--- src/rtl/mpa_pkg.sv ---
`timescale 1ns / 1ps
// ----------------------------------------------------------------------------
// mpa_pkg: shared types and constants for the max pool argmax unit
// word layouts, register indexes, sequencer states
// ----------------------------------------------------------------------------
package mpa_pkg;

  localparam int MAX_WIDTH    = 256;
  localparam int MAX_CHANNELS = 64;
  localparam int MAX_POOL     = 8;
  localparam int MAX_HEIGHT   = 4096;
  localparam int SAMPLE_BITS  = 16;

  localparam int ROW_BITS  = 12;
  localparam int COL_BITS  = 8;
  localparam int CHAN_BITS = 6;
  localparam int SLOT_BITS = 3;
  localparam int ADDR_BITS = SLOT_BITS + COL_BITS + CHAN_BITS;
  localparam int ENTRY_BITS = SAMPLE_BITS + 8;
  localparam int CFG_BITS  = 9;
  localparam int CFG_IDX_BITS = 3;

  localparam logic [CFG_IDX_BITS-1:0] REG_MAP_WIDTH     = 3'd0;
  localparam logic [CFG_IDX_BITS-1:0] REG_CHANNEL_COUNT = 3'd1;
  localparam logic [CFG_IDX_BITS-1:0] REG_WINDOW_ROWS   = 3'd2;
  localparam logic [CFG_IDX_BITS-1:0] REG_WINDOW_COLS   = 3'd3;
  localparam logic [CFG_IDX_BITS-1:0] REG_ROW_STEP      = 3'd4;
  localparam logic [CFG_IDX_BITS-1:0] REG_COL_STEP      = 3'd5;
  localparam logic [CFG_IDX_BITS-1:0] REG_TOP_PAD       = 3'd6;
  localparam logic [CFG_IDX_BITS-1:0] REG_LEFT_PAD      = 3'd7;

  typedef struct packed {
    logic signed [15:0] sample;
    logic               frame_last;
  } in_word_t;

  typedef struct packed {
    logic signed [15:0] pooled_max;
    logic [2:0]         win_row_offset;
    logic [2:0]         win_col_offset;
    logic [11:0]        out_row;
    logic [7:0]         out_col;
    logic [5:0]         out_channel;
    logic               frame_done;
  } out_word_t;

  // clamped configuration
  typedef struct packed {
    logic [9:0] width;   // 1..256
    logic [6:0] chans;   // 1..64
    logic [3:0] wr;      // 1..8
    logic [3:0] wc;
    logic [3:0] rs;      // 1..15
    logic [3:0] cs;
    logic [2:0] tp;
    logic [2:0] lp;
  } cfg_t;

  typedef enum logic [2:0] {
    ST_IDLE,
    ST_ROW,
    ST_COL,
    ST_READ,
    ST_UPD,
    ST_OUT
  } state_t;

endpackage

--- src/rtl/mpa_divstep.sv ---
`timescale 1ns / 1ps
// ----------------------------------------------------------------------------
// mpa_divstep: shared restoring divider by a 4-bit step
// one quotient bit per cycle, used for row and column window indexes
// ----------------------------------------------------------------------------
module mpa_divstep (
  input  logic        clk,
  input  logic        rst,
  input  logic        start,
  input  logic [15:0] dividend,
  input  logic [3:0]  divisor,
  output logic        done,
  output logic [15:0] quotient,
  output logic [3:0]  remainder
);
  import mpa_pkg::*;

  logic [4:0]  count;
  logic [15:0] q;
  logic [4:0]  rem;
  logic        busy;
  logic [4:0]  trial;

  always_comb begin
    trial = {rem[3:0], q[15]};
  end

  always_ff @(posedge clk) begin
    if (rst) begin
      busy <= 1'b0;
      count <= '0;
      done <= 1'b0;
    end else begin
      done <= 1'b0;
      if (start) begin
        busy <= 1'b1;
        count <= 5'd0;
      end else if (busy) begin
        count <= count + 5'd1;
        if (count == 5'd15) begin
          busy <= 1'b0;
          done <= 1'b1;
        end
      end
    end
  end

  always_ff @(posedge clk) begin
    if (start) begin
      q <= dividend;
      rem <= '0;
    end else if (busy) begin
      if (trial >= {1'b0, divisor}) begin
        rem <= trial - {1'b0, divisor};
        q <= {q[14:0], 1'b1};
      end else begin
        rem <= trial;
        q <= {q[14:0], 1'b0};
      end
    end
  end

  assign quotient = q;
  assign remainder = rem[3:0];

endmodule
--- config.mk ---
export PLATFORM = sky130hd
export DESIGN_NAME = mpa_divstep
export DESIGN_NICKNAME = d
export VERILOG_FILES = /design/src/rtl/mpa_pkg.sv /design/src/rtl/mpa_divstep.sv
export SDC_FILE = /design/constraint.sdc
export NUM_CORES = 1
export LEC_CHECK = 0
export BUFFER_PORTS_ARGS = -buffer_cell sky130_fd_sc_hd__buf_2
export CAP_MARGIN = 20
export CORE_ASPECT_RATIO = 0.9
export CORE_MARGIN = 2
export CORE_UTILIZATION = 35
export DETAILED_ROUTE_END_ITERATION = 7
export PLACE_DENSITY_LB_ADDON = 0.3
export SYNTH_ARGS = -nofsm -noshare
export SYNTH_HDL_FRONTEND = slang
export SYNTH_SLANG_ARGS = --single-unit
--- constraint.sdc ---
create_clock -name clk -period 2 [get_ports clk]
set_clock_uncertainty 0.15 [all_clocks]
set_input_delay 0.1 -clock clk [delete_from_list [all_inputs] [get_ports clk]]
set_output_delay 0.1 -clock clk [all_outputs]
set_load 0.02 [all_outputs]
Yosys cells after proc, flatten, opt, wreduce, memory -nomap -nowiden
Index checks and enable logic that the tools add are counted.
Widths: inputs -> output; s select.
{"block": "op_classes", "n_bitwise": 1, "order_cmp": 1, "reduce_logical": 3, "n_mux": 8, "eq_ne": 1, "add_sub_neg": 2}
{"op": "$mux 16", "n": 2}
{"op": "$add 5x1->5 const B", "n": 1}
{"op": "$eq 5x4->1 const B", "n": 1}
{"op": "$ge 5x4->1", "n": 1}
{"op": "$mux 1", "n": 5}
{"op": "$mux 4", "n": 1}
{"op": "$sub 4x4->4", "n": 1}
{"op": "$reduce_or 3->1", "n": 1}
{"op": "$reduce_bool 2->1", "n": 1}
{"op": "$reduce_or 2->1", "n": 1}
{"op": "$not 1->1", "n": 1}
{"block": "word_totals", "out_inout_bits": 21, "elab_cells": 21, "inputBits": 23, "regBits": 27}

Logic depth before layout (Yosys ltp)
{"block": "depth", "depth_word": 4, "depth_mapped": 6, "ltp_nobuf": 6}

Least setup slack after synthesis
No wires, ideal clock.
{"block": "synth_timing", "path_kind": "flip-flop to flip-flop", "from": "register rem[0]", "to": "register q[0], in the netlist quotient[0], data pin", "arrival_time_ns": 1.636, "synth_period_minus_slack_ns": 2.046, "setup_ns": 0.260, "t_required_ns": 1.590, "setup_slack_ns": -0.046, "path_stages_with_launch": 6, "path_buffers": 0, "cell_sequence": "dfxtp_1 ha_1 nor2b_1 o221a_4 or2_4 mux2_2"}
{"block": "synth_between", "elab_chain_cells": 4}
{"element": "start: declaration", "line": "mpa_divstep.sv:20", "rtl": "logic [4:0] rem;"}
{"element": "start signal: assignment", "line": "mpa_divstep.sv:54", "rtl": "rem <= trial - {1'b0, divisor};"}
{"element": "start signal: assignment", "line": "mpa_divstep.sv:57", "rtl": "rem <= trial;"}
{"element": "$ge 5x4->1", "line": "mpa_divstep.sv:53", "rtl": "if (trial >= {1'b0, divisor}) begin"}
{"element": "$mux 1", "line": "mpa_divstep.sv:53"}
{"element": "$mux 16", "line": "mpa_divstep.sv:52", "rtl": "end else if (busy) begin"}
{"element": "$mux 16", "line": "mpa_divstep.sv:49", "rtl": "if (start) begin"}
{"element": "end signal: assignment", "line": "mpa_divstep.sv:50", "rtl": "q <= dividend;"}
{"element": "end signal: assignment", "line": "mpa_divstep.sv:55", "rtl": "q <= {q[14:0], 1'b1};"}
{"element": "end signal: assignment", "line": "mpa_divstep.sv:58", "rtl": "q <= {q[14:0], 1'b0};"}
{"element": "end: declaration", "line": "mpa_divstep.sv:19", "rtl": "logic [15:0] q;"}
Every way passes these cells. The select of a mux whose other input is x is not followed.
A chain may end at the register's enable or synchronous reset.

Worst setup path after layout
{"block": "layout_timing", "from": "register rem[1]", "to": "register q[0], in the netlist quotient[0], data pin"}
Same word-level chain as after synthesis.

==> results_dict.tcl <==
set metrics [dict create \
    status "finished clean" \
    worstHoldPathType "primary input to register" \
    vias_per_cell 4.696 \
    drive_gt1_share_pct 44.05 \
    clock-sinks 27 \
    syn_nets 136 \
    worst_path_largest_cell_delay_ns 0.35 \
    yosys_warnings 0 \
    core_area_um2 3652 \
    final.period_utilization_pct 97.62 \
    clkLatencyLatePin_ns 0.27 \
    hp-start "divisor[0]" \
    cp_max_fo 5 \
    cts_root_buffer "clkbuf_8" \
    pwr-share-clk_pct 23.5 \
    fillCellCount 333 \
    clock.fmax_mhz 512.2 \
    whs_path_depth 3 \
    worst_ir_drop_vdd_mv 0.4993 \
    p_seq_share_pct 51.8 \
    via_count 1005 \
    power.switching_uw 366.0 \
    die-area_um2 4264 \
    cp.required_ns 1.88 \
    pre_cts_ws_ns 0.03154 \
    firstDrtPassIters 4 \
    fin_nets 199 \
    dr.first_iter.drc_count 56 \
    worstMarginPinSlew_ns 0.4939 \
    netlist_area_um2 1315 \
    seq_area_frac_synth_pct 53.28 \
    grt.total_usage_pct 13.02 \
    final.min_clock_period_ns 1.952 \
    synth_edf_count 16 \
    worstSetupPathType "register to register" \
    timing.max_cap.violations 0 \
    ys_seq_elements 27 \
    p_int_uw 949.4 \
    areaGrowthSynthToFinish_pct 38.06 \
    finalNonFillerCells 214 \
    remaining_drc_errors 0 \
    post_drt_wl_per_cell_um 11.99 \
    reg2reg_depth 5 \
    final_hold_viol_count 0 \
    place_area_um2 1592 \
    antenna_found_initial 0 \
    power_frac_comb_pct 24.7 \
    grt_max_degree 26 \
    dpl.hpwl_um 1854 \
    num_io_pins 44 \
    swShare_pct 27.83 \
    synth_top_area_cell "edfxtp_1" \
    insertedDiodeCount 0 \
    grt_pass1_wl_um 4326 \
    endpoint_kind "register" \
    ant_nets 0 \
    leakage_nw 0.7820 \
    syn_area_per_cell_um2 12.41 \
    synth_area_leaders "edfxtp_1 37%, dfxtp_1 17%, mux2_2 14%" \
    cp_data_arrival_time_ns 1.83 \
    dp.cells 193 \
    fin_area_um2 1815 \
    synth_async_sr_flop_share_pct 0 \
    grt_remaining_overflow 0 \
    utilization_pct 49.71 \
    cts_buffer_depth 2 \
    ys_types 34 \
    initial_core_util_pct 36.01 \
    path_cells "ha_2, or2_1, o221a_4, or2_4, mux2_2" \
    fp.dieW_um 68.61 \
    whs_ns 0.04658 \
    crit_slowest_cell "dfxtp_1" \
    critPathLaunch "rem[1]$_SDFFE_PP0P_" \
    grt_pass1_vias 998 \
    worstReg2RegEnd "quotient[0]$_DFFE_PP_" \
    io_buffers 43 \
    drt-total-wl_um 2566 \
    total_power_mw 1.315 \
    rsz0062_at_grt "false" \
    cts_tree "done" \
    clk_pin_slew_ns 0.09 \
    setup_ws_ns 0.04767 \
    r2r_setup_slack_ns 0.05 \
    hold_end "rem[0]$_SDFFE_PP0P_" \
    die_h_um 62.15 \
    cts_inserted_buffers 3 \
    synth.top_cell.area_share_pct 36.54 \
    setup_tns_ns 0 \
    cellPowerDensity_nw_per_um2 724.5 \
    setup_violations 0 \
    num_rows 21 \
    slew-limit-headroom_pct 67.07 \
    htree_num_levels 1 \
    cp-start-kind "register" \
    gp_congestion 0.8603 \
    netlist_instances 106 \
    reg2reg_from "rem[1]$_SDFFE_PP0P_" \
    slew_viol_final 0 \
    synthFlopType "edfxtp_1" \
    cts_setup_buffers 0 \
]
## layout by cell type, fill, tap and decap left out, types with 2 or more instances in the layout
cell,synthesis,routed
mux2_2,16,16
o21bai_1,2,2
ha_2,0,2
clkbuf_8,0,3
nor4b_1,2,2
dlygate4sd3_1,0,17
nand4_1,2,2
edfxtp_1,16,16
inv_1,8,8
ha_1,6,4
a311oi_1,2,2
xor2_1,3,3
buf_4,0,3
buf_2,1,43
nor2_1,9,9
nand2_1,5,5
dfxtp_1,11,10
## state kept, by name (all words and copies together), names as in the netlist
name,flops
done,1
count,5
quotient,16
rem,4
busy,1
## power groups by stage
| stage | sequential [mW] | combinational (mW) | clock (mW) |
|---|---|---|---|
| after floorplan | 0.744 | 0.145 | 0 |
| after global placement | 0.693 | 0.293 | 0 |
| after detailed placement | 0.695 | 0.298 | 0 |
| after CTS | 0.683 | 0.325 | 0.325 |
| after global routing | 0.691 | 0.354 | 0.345 |
| final | 0.682 | 0.325 | 0.309 |
## metal layers
metal  global-route usage [%]  part of all wire [%]  vias up
li1                         -                     -      508
met4                    3.000                  0.39        0
met3                    3.986                   7.1        2
met5                        0                     0        -
met2                    21.15                    47       37
met1                    16.71                    45      458
## worst max path at each step
stage,endpoint,slack (ns),cells past startpoint
5_1_grt,quotient[0]$_DFFE_PP_,0.007,6
3_5_place_dp,quotient[0]$_DFFE_PP_,0.03,5
2_1_floorplan,quotient[0]$_DFFE_PP_,0.02,5
4_1_cts,quotient[0]$_DFFE_PP_,0.02,5
3_3_place_gp,quotient[0]$_DFFE_PP_,0.08,5
6_report,quotient[0]$_DFFE_PP_,0.05,5
## critical path: cells and delay by family, from the launching register on
| kind | cells | cell delay (ns) |
|---|---|---|
| simple gates | 2 | 0.51 |
| flops | 1 | 0.35 |
| mux | 1 | 0.26 |
| compound gates | 1 | 0.25 |
| fa+ha+maj | 1 | 0.20 |
## cell type report
cell class,instances,area [um^2],area share [%]
sequential,27,701.9,38.66
clock buffer,3,41.29,2.274
multi-input combinational,66,569.3,31.36
clock inverter,1,7.507,0.4135
tap,46,57.56,3.170
timing repair buffer,63,407.9,22.47
inverter,8,30.03,1.654
## kinds of logic (layout without fill, tap and decap cells)
| kind of cell | count (synthesis) | in the layout | share of synthesized area [%] |
|---|---|---|---|
| buffers and inverters | 13 | 75 | 3.805 |
| and+or+nand+nor | 26 | 26 | 10.75 |
| xor gates and xnor gates | 4 | 4 | 2.665 |
| muxes | 17 | 17 | 14.46 |
| DFF | 27 | 27 | 53.28 |
| AOI/OAI and AO/OA | 12 | 12 | 7.801 |
| adders and majority gates | 7 | 7 | 7.231 |
## what timing repair did
action,CTS,global route
hold endpoints to repair,17,0
hold buffers,17,0
gates resized for setup,0,2
setup endpoints to repair,0,1
## cell usage after synthesis, types with 2 or more instances
cell,instances
inv_1,8
a311oi_1,2
xor2_1,3
mux2_2,16
nor2_1,9
nand2_1,5
ha_1,6
dfxtp_1,11
nand4_1,2
nor4b_1,2
edfxtp_1,16
clkbuf_1,3
o21bai_1,2
No activity file was read; power rests on OpenSTA's default activity.
