$ cat src/rtl/mpa_pkg.sv
`timescale 1ns / 1ps
// ----------------------------------------------------------------------------
// mpa_pkg: shared types and constants for the max pool argmax unit
// word layouts, register indexes, sequencer states
// ----------------------------------------------------------------------------
package mpa_pkg;

  localparam int MAX_WIDTH    = 256;
  localparam int MAX_CHANNELS = 64;
  localparam int MAX_POOL     = 8;
  localparam int MAX_HEIGHT   = 4096;
  localparam int SAMPLE_BITS  = 16;

  localparam int ROW_BITS  = 12;
  localparam int COL_BITS  = 8;
  localparam int CHAN_BITS = 6;
  localparam int SLOT_BITS = 3;
  localparam int ADDR_BITS = SLOT_BITS + COL_BITS + CHAN_BITS;
  localparam int ENTRY_BITS = SAMPLE_BITS + 8;
  localparam int CFG_BITS  = 9;
  localparam int CFG_IDX_BITS = 3;

  localparam logic [CFG_IDX_BITS-1:0] REG_MAP_WIDTH     = 3'd0;
  localparam logic [CFG_IDX_BITS-1:0] REG_CHANNEL_COUNT = 3'd1;
  localparam logic [CFG_IDX_BITS-1:0] REG_WINDOW_ROWS   = 3'd2;
  localparam logic [CFG_IDX_BITS-1:0] REG_WINDOW_COLS   = 3'd3;
  localparam logic [CFG_IDX_BITS-1:0] REG_ROW_STEP      = 3'd4;
  localparam logic [CFG_IDX_BITS-1:0] REG_COL_STEP      = 3'd5;
  localparam logic [CFG_IDX_BITS-1:0] REG_TOP_PAD       = 3'd6;
  localparam logic [CFG_IDX_BITS-1:0] REG_LEFT_PAD      = 3'd7;

  typedef struct packed {
    logic signed [15:0] sample;
    logic               frame_last;
  } in_word_t;

  typedef struct packed {
    logic signed [15:0] pooled_max;
    logic [2:0]         win_row_offset;
    logic [2:0]         win_col_offset;
    logic [11:0]        out_row;
    logic [7:0]         out_col;
    logic [5:0]         out_channel;
    logic               frame_done;
  } out_word_t;

  // clamped configuration
  typedef struct packed {
    logic [9:0] width;   // 1..256
    logic [6:0] chans;   // 1..64
    logic [3:0] wr;      // 1..8
    logic [3:0] wc;
    logic [3:0] rs;      // 1..15
    logic [3:0] cs;
    logic [2:0] tp;
    logic [2:0] lp;
  } cfg_t;

  typedef enum logic [2:0] {
    ST_IDLE,
    ST_ROW,
    ST_COL,
    ST_READ,
    ST_UPD,
    ST_OUT
  } state_t;

endpackage

$ cat src/rtl/mpa_cfg_regs.sv
`timescale 1ns / 1ps
// ----------------------------------------------------------------------------
// mpa_cfg_regs: configuration register file
// holds the eight pooling registers and presents clamped values
// ----------------------------------------------------------------------------
module mpa_cfg_regs (
  input  logic                          clk,
  input  logic                          rst,
  input  logic                          cfg_write,
  input  logic [mpa_pkg::CFG_IDX_BITS-1:0] cfg_index,
  input  logic [mpa_pkg::CFG_BITS-1:0]  cfg_data,
  output mpa_pkg::cfg_t                 cfg
);
  import mpa_pkg::*;

  logic [8:0] map_width;
  logic [6:0] channel_count;
  logic [3:0] window_rows, window_cols, row_step, col_step;
  logic [2:0] top_pad, left_pad;

  always_ff @(posedge clk) begin
    if (rst) begin
      map_width <= 9'd8;
      channel_count <= 7'd1;
      window_rows <= 4'd2;
      window_cols <= 4'd2;
      row_step <= 4'd2;
      col_step <= 4'd2;
      top_pad <= 3'd0;
      left_pad <= 3'd0;
    end else if (cfg_write) begin
      case (cfg_index)
        REG_MAP_WIDTH:     map_width <= cfg_data;
        REG_CHANNEL_COUNT: channel_count <= cfg_data[6:0];
        REG_WINDOW_ROWS:   window_rows <= cfg_data[3:0];
        REG_WINDOW_COLS:   window_cols <= cfg_data[3:0];
        REG_ROW_STEP:      row_step <= cfg_data[3:0];
        REG_COL_STEP:      col_step <= cfg_data[3:0];
        REG_TOP_PAD:       top_pad <= cfg_data[2:0];
        REG_LEFT_PAD:      left_pad <= cfg_data[2:0];
        default: ;
      endcase
    end
  end

  // clamp to legal ranges
  always_comb begin
    cfg.width = (map_width == 9'd0) ? 10'd1 :
                (map_width > 9'd256) ? 10'd256 : {1'b0, map_width};
    cfg.chans = (channel_count == 7'd0) ? 7'd1 :
                (channel_count > 7'd64) ? 7'd64 : channel_count;
    cfg.wr = (window_rows == 4'd0) ? 4'd1 : (window_rows > 4'd8) ? 4'd8 : window_rows;
    cfg.wc = (window_cols == 4'd0) ? 4'd1 : (window_cols > 4'd8) ? 4'd8 : window_cols;
    cfg.rs = (row_step == 4'd0) ? 4'd1 : row_step;
    cfg.cs = (col_step == 4'd0) ? 4'd1 : col_step;
    cfg.tp = top_pad;
    cfg.lp = left_pad;
  end

endmodule

$ cat config.mk
export PLATFORM = sky130hd
export DESIGN_NAME = mpa_cfg_regs
export DESIGN_NICKNAME = d
export VERILOG_FILES = /design/src/rtl/mpa_pkg.sv /design/src/rtl/mpa_cfg_regs.sv
export SDC_FILE = /design/constraint.sdc
export NUM_CORES = 1
export LEC_CHECK = 0
export BUFFER_PORTS_ARGS = -buffer_cell sky130_fd_sc_hd__clkbuf_2
export CORE_MARGIN = 8
export CORE_UTILIZATION = 49
export DETAILED_ROUTE_END_ITERATION = 10
export PLACE_DENSITY = 0.74
export SETUP_SLACK_MARGIN = 0.15
export SLEW_MARGIN = 20
export SYNTH_ARGS = -nofsm -noshare
export SYNTH_HDL_FRONTEND = slang
export SYNTH_SLANG_ARGS = --single-unit
$ cat constraint.sdc
create_clock -name clk -period 3.5 [get_ports clk]
set_clock_uncertainty 0.2 [all_clocks]
set_input_delay 0.175 -clock clk [delete_from_list [all_inputs] [get_ports clk]]
set_output_delay 0.175 -clock clk [all_outputs]
set_load 0.02 [all_outputs]
=== Word-level counts from Yosys, hierarchy flattened ===
Cells that the tools add are included.

* RAM bits: 0
* Latch bits: 0
* Memories: 0
* Output and inout port bits: 39
* ROM bits: 0
* Bits of input ports: 15
* Register bits after elaboration: 38
* Logic and storage cells: 44

* Bitwise operators: 0
* Reduce and logical (&&, ||, !) cells: 15
* Order comparisons: 4
* Multipliers: 0
* Shift-type cells: 0
* Divide/modulo/power cells: 0
* Add/sub/neg operators: 0
* Equality and inequality tests: 7
* Muxes and demuxes: 10

{| class="wikitable"
|+ Operators with widths
! cell !! number
|-
| $mux W4 || 6
|-
| $mux W9 || 2
|-
| $logic_not A4 Y1 || 4
|-
| $reduce_and A2 Y1 || 8
|-
| $mux W7 || 2
|-
| $eq A3 B3 Y1 const B || 4
|-
| $gt A9 B9 Y1 const B || 1
|-
| $logic_not A9 Y1 || 1
|-
| $gt A4 B4 Y1 const B || 2
|-
| $gt A7 B7 Y1 const B || 1
|-
| $logic_not A7 Y1 || 1
|-
| $eq A3 B2 Y1 const B || 2
|-
| $eq A3 B1 Y1 const B || 1
|-
| $logic_not A3 Y1 || 1
|}

=== Logic depth before layout (Yosys ltp) ===
Gate-level depths: netlist (run 1).

* Depth in word-level cells: 3
* Depth in mapped cells: 4
* Depth with buffers taken out: 2

=== Least setup slack after synthesis (run 1) ===
No wires, ideal clock.

* Path kind: reg2out
* Start point: register channel_count[1]
* End point: output cfg[22] (netlist bit)
* Arrival: 1.381 ns
* Setup slack: 1.744 ns
* Data required time: 3.125 ns
* Stages on the path, launching flop included: 3
* Path buffers: 0
* Cells stage by stage: dfxtp_1 -> or3_1 -> o41ai_1

{| class="wikitable"
|+ RTL lines
! item !! RTL line !! RTL
|-
| from (decl) || mpa_cfg_regs.sv:17 || <nowiki>logic [6:0] channel_count;</nowiki>
|-
| from (signal assigned) || mpa_cfg_regs.sv:34 || <nowiki>REG_CHANNEL_COUNT: channel_count <= cfg_data[6:0];</nowiki>
|-
| to (decl) || mpa_cfg_regs.sv:12 || <nowiki>output mpa_pkg::cfg_t cfg</nowiki>
|}

==> results of run 1 <==
## worst max-delay path: cells and delay by family, from the launching register on
family | cells | cell delay (ps)
buffers and inverters | 1 | 250
flip-flops | 1 | 330
AND/OR/NAND/NOR | 1 | 380
AO/OA/AOI/OAI | 1 | 350
## state kept, by name, indices dropped and copies added, names as in the netlist
signal         flops
window_rows        4
top_pad            3
left_pad           3
row_step           4
map_width          9
window_cols        4
channel_count      7
col_step           4
## kinds of logic after synthesis
group,share of synthesized area
AOI/OAI and AO/OA,0.0189
buffers and inverters,0.0663
DFF,0.411
muxes,0.206
other,0.00203
and+or+nand+nor,0.296
## cell type report
| cell class | count | area [sq um] |
|---|---|---|
| flip-flops and latches | 38 | 761 |
| fillers | 338 | 1410 |
| multi-input cells | 128 | 967 |
| well taps | 48 | 60.1 |
| clock buffers | 8 | 110 |
| inverters | 1 | 3.75 |
| repair buffers | 58 | 320 |
## power breakdown
| group | total [mW] | internal (mW) | switching [mW] |
|---|---|---|---|
| logic | 0.0967 | 0.0434 | 0.0533 |
| registers | 0.449 | 0.442 | 0.00751 |
| clock network | 0.343 | 0.199 | 0.144 |
| total | 0.889 | 0.684 | 0.205 |
## through the flow
step	hold WS (ps)	area (sq um)	std cells
after floorplan	130	1850	193
after global placement	229	2050	267
after detailed placement	236	2050	267
after CTS	14.6	2220	281
final	17.2	2220	281
after global routing	37.3	2220	281
## how the worst max path moves through the flow
stage,end
after floorplan,cfg[22]
after global placement,channel_count[2]
after detailed placement,cfg[22]
after CTS,cfg[22]
after global routing,cfg[22]
final,cfg[22]
## cells in the final DEF (no fill, tap or decap)
cell type and instances:
conb_1 1, or4b_1 1, nand4b_1 3, dlygate4sd3_1 6
dfxtp_1 38, or4_1 2, nand2b_1 42, o41ai_1 1
nor2b_1 16, clkbuf_2 52, nor4b_4 1, mux2i_1 38
o21ba_2 2, inv_1 1, nor2_1 11, or3_1 1
o22ai_1 1, nor3_1 2, nand4_1 1, clkbuf_8 8
or2_2 2, nand4bb_1 3
## layer usage
layer	vias up	GRT usage
met2	34	0.231
met5	-	0
li1	703	-
met3	2	0.0588
met4	0	0.0396
met1	643	0.157
==> flow_summary.toml, run 1 <==
[run_status]
run_status = "complete, no violations"

[clock_tree]
tritoncts_clock_tree = "yes"
cts_buffers = 5
insertion_delay_ps = 280
ctsResizeCount = 0
clockRootBuffer = "clkbuf_8"
path_clk_slew_ps = 70
cts_hold_buf = 6
clock_path_buffers = 2
htreeDepth = 2
post_cts_buffers = 0
clock_sinks = 38

[sta]
setup_viol = 0
maxClockFrequency_ghz = 0.511
worst_pin_slew_ps = 703
worst_slew_margin_rel = 0.531
setup-tns-final_ps = 0
final_max_slew_viol_count = 0
layout_worst_path_cycle_share = 0.559
unrepaired_setup_endpoints_after_global_routing = "false"
least_setup_slack_across_all_paths_after_layout_ps = 1540
finalWorstPathRequiredPeriod_ps = 1960
hold_viol = 0

[worst_setup_path]
cell_chain_of_the_critical_path = "or3_1 > o41ai_1 > clkbuf_2"
reg2reg_setup_slack_ps = 2510
worst-setup-path-type = "reg2out"
critical_path.startpoint = "channel_count[1]"
r2r.worst_path.cells = 2
cp_slowest_stage_delay_ps = 380
critical_path_arrival_ps = 1580
cp.required_ps = 3120
critical_path.reg2reg.startpoint = "map_width[8]"
path_max_fanout = 3
reg2reg_to = "map_width[8]"
timing.critical_path.slowest_stage_cell = "or3_1"
critical_path.startpoint_type = "flip-flop"
critical_path.endpoint_type = "output pin"

[placed_design]
port_buffers = 52
pre_cts_slack_ps = 1870
dp.final_hpwl_um = 2960
gp_congestion = 0.740

[power]
power.ir.vdd_worst_mv = 0.294
total_power_uw = 889
p_leak_nw = 1.14
power.density_cell_area_nw_per_um2 = 400

[floorplan]
dieArea_sq_um = 6000
die-height_um = 77.5
rows = 22
die_w_um = 77.5
core_region_area_sq_um = 3630
initial_utilization = 0.509
floorplan.io_pins = 54

[yosys]
synth_edf_count = 0
synth_largest_type_area_fraction = 0.411
cells_taking_the_most_area_after_synthesis = "dfxtp_1, mux2i_1, nand2b_1"
postSynthAreaPerCell_sq_um = 9.59
yosys_warning_total = 0
syn_nets = 208
synth_largest_area_cell = "dfxtp_1"
mappedNetlistArea_sq_um = 1850
netlist-cell-type-count = 23
synth.ff_latch_count = 38
synth_seq_area_share = 0.411
ys_top_cells_by_count = "nand2b_1, dfxtp_1, mux2i_1, clkbuf_1, nor2b_1"
gate_count_post_synth = 193
synth_ff_type = "dfxtp_1"
synth.most_common_cell = "nand2b_1"
asyncSetResetFlopFracSynth = 0

[cells_and_area]
fin_nets = 247
final_layout_size_suffix_gt1_frac = 0.279
final_core_util = 0.612
syn2layout_area_growth_pct = 20.1
insertedDiodeCount = 0

[detailed_routing]
via_per_inst = 4.92
m1WireLength_um = 1780
routed-via-count = 1382
drt-initial-drc-count = 78
postRouteAntennaNets = 0
dr.max_layer_used = "met4"
drt_pre_antenna_iters = 4
routed_wl_um = 4010
drc_errors = 0
routed_wire_length_per_instance_um = 14.3
met3RoutedLength_um = 248
met2_length_um = 1950

[hold_path]
holdCritStartpoint = "cfg_data[1]"
sink_of_the_worst_hold_path = "row_step[1]"
hold_class = "in2reg"
min_delay_path_depth = 3

[global_route]
grt_overflow_total = 0
global_route.usage.total = 0.138
antenna_found_initial = 0
first_global_vias = 1431
grt_pass1_wl_um = 6930
grt_max_degree = 51

[flow_run]
drv_cap = 0
Note: power is estimated with default switching activity, not from simulation.
==> run 2, diff against run 1 <==
CORE_UTILIZATION = 46   (was 49)
PLACE_DENSITY = 0.73   (was 0.74)
clock period = 1.69 ns   (was 3.5 ns; I/O delays follow)
==> flow_summary.toml, run 2 (synthesis results as in run 1) <==
[run_status]
run_status = "finished, violations left"
violations = "negative setup slack"

[worst_setup_path]
critical_path.startpoint_type = "flip-flop"
critical_path_arrival_ps = 1450
r2r.worst_path.cells = 2
critical_path.endpoint_type = "output pin"
path_max_fanout = 3
cp.required_ps = 1410
reg2reg_setup_slack_ps = 700
worst-setup-path-type = "reg2out"

[power]
power.internal_mw = 1.35
p_leak_nw = 1.18
power_frac_comb = 0.123
clockPowerShare = 0.356
seq_power_share = 0.521
power.density_cell_area_nw_per_um2 = 773
power.share.switching = 0.245
power.net_switching_uw = 436
power.ir.vdd_worst_mv = 0.682

[cells_and_area]
largestRegisters = "map_width x9, channel_count x7"
fin_nets = 255
insertedDiodeCount = 0
registers.top_by_ff_count = "map_width"
final_core_util = 0.585
layout.cells.most_common_list = "clkbuf_2, nand2b_1, mux2i_1, dfxtp_1, nor2b_1"
final_layout_size_suffix_gt1_frac = 0.315
post_layout_nonfiller_instances = 291
largest_register_ffs = 9
syn2layout_area_growth_pct = 24.6
layout_commonest_cell = "clkbuf_2"

[detailed_routing]
routed_wire_length_per_instance_um = 13.9
routed-via-count = 1401
drc_errors = 0
postRouteAntennaNets = 0
drt-initial-drc-count = 45
routed_wl_um = 4030
drt_pre_antenna_iters = 4
via_per_inst = 4.81

[clock_tree]
post_cts_buffers = 0
clock_path_buffers = 2
insertion_delay_ps = 280
path_clk_slew_ps = 70
clockRootBuffer = "clkbuf_8"
cts_buffers = 5
tritoncts_clock_tree = "yes"
htreeDepth = 2
clock_sinks = 38

[sta]
finalWorstPathRequiredPeriod_ps = 1730
unrepaired_setup_endpoints_after_global_routing = "true"
hold_viol = 0
final_max_slew_viol_count = 0
setup_viol = 1
layout_worst_path_cycle_share = 1.03
least_setup_slack_across_all_paths_after_layout_ps = -43.8
maxClockFrequency_ghz = 0.577

[floorplan]
core_region_area_sq_um = 3940
initial_utilization = 0.469
rows = 23
die_w_um = 79.4
dieArea_sq_um = 6310
floorplan.io_pins = 54
die-height_um = 79.4

[global_route]
grt_overflow_total = 0
global_route.usage.total = 0.131
first_global_vias = 1396
antenna_found_initial = 0
grt_pass1_wl_um = 6590
grt_max_degree = 17

[placed_design]
port_buffers = 52
gp_congestion = 0.734
place.detailed.instances = 275
dp.final_hpwl_um = 2940

[hold_path]
min_delay_path_depth = 3
hold_class = "in2reg"

[flow_run]
drv_cap = 0
## run 2: cell count changes in the layout (fill, tap and decap cells not counted), moves of 2 or more
cell | previous run | this run
buf_4 | 0 | 7
clkbuf_2 | 52 | 50
dfxtp_1 | 38 | 36
dfxtp_2 | 0 | 2
dlygate4sd3_1 | 6 | 8
or4_1 | 2 | 0
or4_4 | 0 | 2
## run 2: layout make-up
type                    instances  area, sq um
fillers                       359         1640
multi-input cells             128          988
flip-flops and latches         38          763
repair buffers                 66          397
clock buffers                   7         86.3
well taps                      50         62.6
clock inverters                 1         5.00
inverters                       1         3.75
## run 2: critical path: stages (launching register included)
cell and delay (ps):
dfxtp_2 320, or4_4 520, o22ai_2 150, clkbuf_8 170
## run 2: worst paths after layout
| path | end | start |
|---|---|---|
| max reg2reg | channel_count[6] | channel_count[6] |
| min reg2reg | left_pad[2] | left_pad[2] |
| min | channel_count[0] | rst |
| max | cfg[29] | map_width[1] |
## run 2: layer usage
| metal | part of all wire | track usage | wire (um) |
|---|---|---|---|
| met1 | 0.45 | 0.159 | 1820 |
| met3 | 0.079 | 0.0631 | 320 |
| met2 | 0.46 | 0.199 | 1840 |
| met5 | 0 | 0 | 0 |
| met4 | 0.012 | 0.0389 | 49 |
## run 2: timing repair
action                                  in CTS  in global routing
resized for setup                            5                  4
hold endpoints to repair                    14                  0
hold buffers                                 8                  0
pin swaps                                    2                  1
endpoints found under the setup margin       2                  2
## run 2: power by group through the flow
stage | Combinational [mW] | Clock (mW) | Sequential (mW)
after floorplan | 0.144 | 0 | 0.950
after global placement | 0.200 | 0 | 0.949
after detailed placement | 0.201 | 0 | 0.950
after CTS | 0.220 | 0.650 | 0.929
after global routing | 0.237 | 0.686 | 0.932
final | 0.219 | 0.635 | 0.929
## run 2: through the flow
stage	hold WS [ps]	cell area [sq um]	TNS, ps	setup WS, ps	power (mW)
after floorplan	39.8	1860	0	189	1.09
after global placement	140	2110	0	279	1.15
after detailed placement	145	2110	0	228	1.15
after CTS	33.4	2300	-62.3	-53.6	1.80
after global routing	68.1	2310	-143	-73.3	1.86
final	42.3	2310	-43.8	-43.8	1.78
==> run 3, diff against run 2 <==
GPL_TIMING_DRIVEN = 0   (was default)
RECOVER_POWER = 50   (was default)
==> flow_summary.toml, run 3 (synthesis results as in run 1) <==
[placed_design]
place.detailed.instances = 291
dp.final_hpwl_um = 3120
port_buffers = 48
gp_congestion = 0.704

[worst_setup_path]
cp_slowest_stage_delay_ps = 530
number_of_logic_stages_on_the_critical_path_including_buffering = 3
worst-setup-path-type = "reg2out"
cell_chain_of_the_critical_path = "or4_4 > o22ai_2 > clkbuf_8"
critical_path_arrival_ps = 1460
path_buf_inv = 1
reg2reg_to = "map_width[8]"
critical_path.reg2reg.startpoint = "map_width[8]"
r2r.worst_path.cells = 4
critical_path.startpoint_type = "flip-flop"
timing.critical_path.slowest_stage_cell = "or4_4"
reg2reg_setup_slack_ps = 640
cp.required_ps = 1410
path_max_fanout = 3
critical-path-top-delay-family = "simple AND/OR/NAND/NOR gates"
critical_path.endpoint_type = "output pin"

[cells_and_area]
final_layout_size_suffix_gt1_frac = 0.263
layout.cells.most_common_list = "nand2b_1, mux2i_1, dfxtp_1, clkbuf_2, clkbuf_1"
insertedDiodeCount = 0
largestRegisters = "map_width x9, channel_count x7"
post_layout_nonfiller_instances = 312
syn2layout_area_growth_pct = 30.6
registers.top_by_ff_count = "map_width"
largest_register_ffs = 9
layout_commonest_cell = "nand2b_1"
fin_nets = 276

[sta]
finalWorstPathRequiredPeriod_ps = 1740
least_setup_slack_across_all_paths_after_layout_ps = -50.7
setup_viol = 2
holdWs_ps = 36.3
layout_worst_path_cycle_share = 1.03
final_max_slew_viol_count = 0
hold_viol = 0
maxClockFrequency_ghz = 0.574
setup-tns-final_ps = -67.9
unrepaired_setup_endpoints_after_global_routing = "true"

[detailed_routing]
drc_errors = 0
routed-via-count = 1485
via_per_inst = 4.76
drt-initial-drc-count = 50
drt_pre_antenna_iters = 4
routed_wire_length_per_instance_um = 14.1
postRouteAntennaNets = 0
routed_wl_um = 4400

[global_route]
first_global_vias = 1520
antenna_found_initial = 0
global_route.usage.total = 0.147
grt_pass1_wl_um = 7310
grt_max_degree = 13
grt_overflow_total = 0

[clock_tree]
htreeDepth = 2
clock_sinks = 38
path_clk_slew_ps = 70
tritoncts_clock_tree = "yes"
cts_buffers = 5
insertion_delay_ps = 290
clock_path_buffers = 2
clockRootBuffer = "clkbuf_8"

[run_status]
run_status = "finished, violations left"
violations = "negative setup slack"

[hold_path]
min_delay_path_depth = 3
sink_of_the_worst_hold_path = "top_pad[2]"
hold_class = "in2reg"
holdCritStartpoint = "cfg_index[1]"

[floorplan]
dieArea_sq_um = 6310
floorplan.io_pins = 54
die_w_um = 79.4
rows = 23
core_region_area_sq_um = 3940
initial_utilization = 0.469
die-height_um = 79.4

[power]
power.density_cell_area_nw_per_um2 = 798
total_power_mw = 1.93
p_leak_nw = 1.19
power.ir.vdd_worst_mv = 0.578

[flow_run]
drv_cap = 0
## run 3: tightest hold or removal path, delay by kind of cell
family                 cells  cell delay, ps
and+or+nand+nor            1             190
buffers and inverters      1             110
muxes                      1             100
## run 3: cell type report
cell class / instances / area [sq um]
plain buffers: 26 / 126
clock buffers: 5 / 68.8
clock inverters: 3 / 40.0
fillers: 367 / 1530
inverters: 1 / 3.75
multi-input cells: 128 / 988
flip-flops and latches: 38 / 766
well taps: 50 / 62.6
repair buffers: 61 / 360
## run 3: where the power goes
group / leakage (nW) / internal [mW] / switching (mW)
registers: 0.310 / 0.915 / 0.0142
logic: 0.824 / 0.110 / 0.123
clock network: 0.0579 / 0.434 / 0.333
total: 1.19 / 1.46 / 0.470
## run 3: worst max path at each step
| stage | to | from | slack (ps) |
|---|---|---|---|
| after floorplan | cfg[29] | map_width[8] | 190 |
| after global placement | cfg[29] | map_width[8] | 150 |
| after global routing | cfg[29] | map_width[7] | -90 |
| after detailed placement | cfg[29] | map_width[8] | 130 |
| after CTS | cfg[29] | map_width[8] | -70 |
| final | cfg[29] | map_width[7] | -50 |
## run 3: repair_timing
action	CTS	global route
setup endpoints to repair	2	9
buffers inserted	2	2
endpoints found under the hold margin	19	0
pin swaps	1	3
hold buffers	9	0
resized for setup	8	8
## run 3: stage by stage
stage	area, sq um	util	setup WS [ps]
2_1_floorplan	1860	-	189
3_3_place_gp	2160	0.548	150
3_5_place_dp	2160	0.548	127
4_1_cts	2400	0.610	-69.2
5_1_grt	2420	0.613	-90.7
6_report	2420	0.613	-50.7
## run 3: layer usage
metal	vias to the layer above	routed length [um]	global-route usage
li1	761	-	-
met1	675	2000	0.173
met2	43	2000	0.232
met3	6	320	0.0574
met4	0	78	0.0611
met5	-	0	0
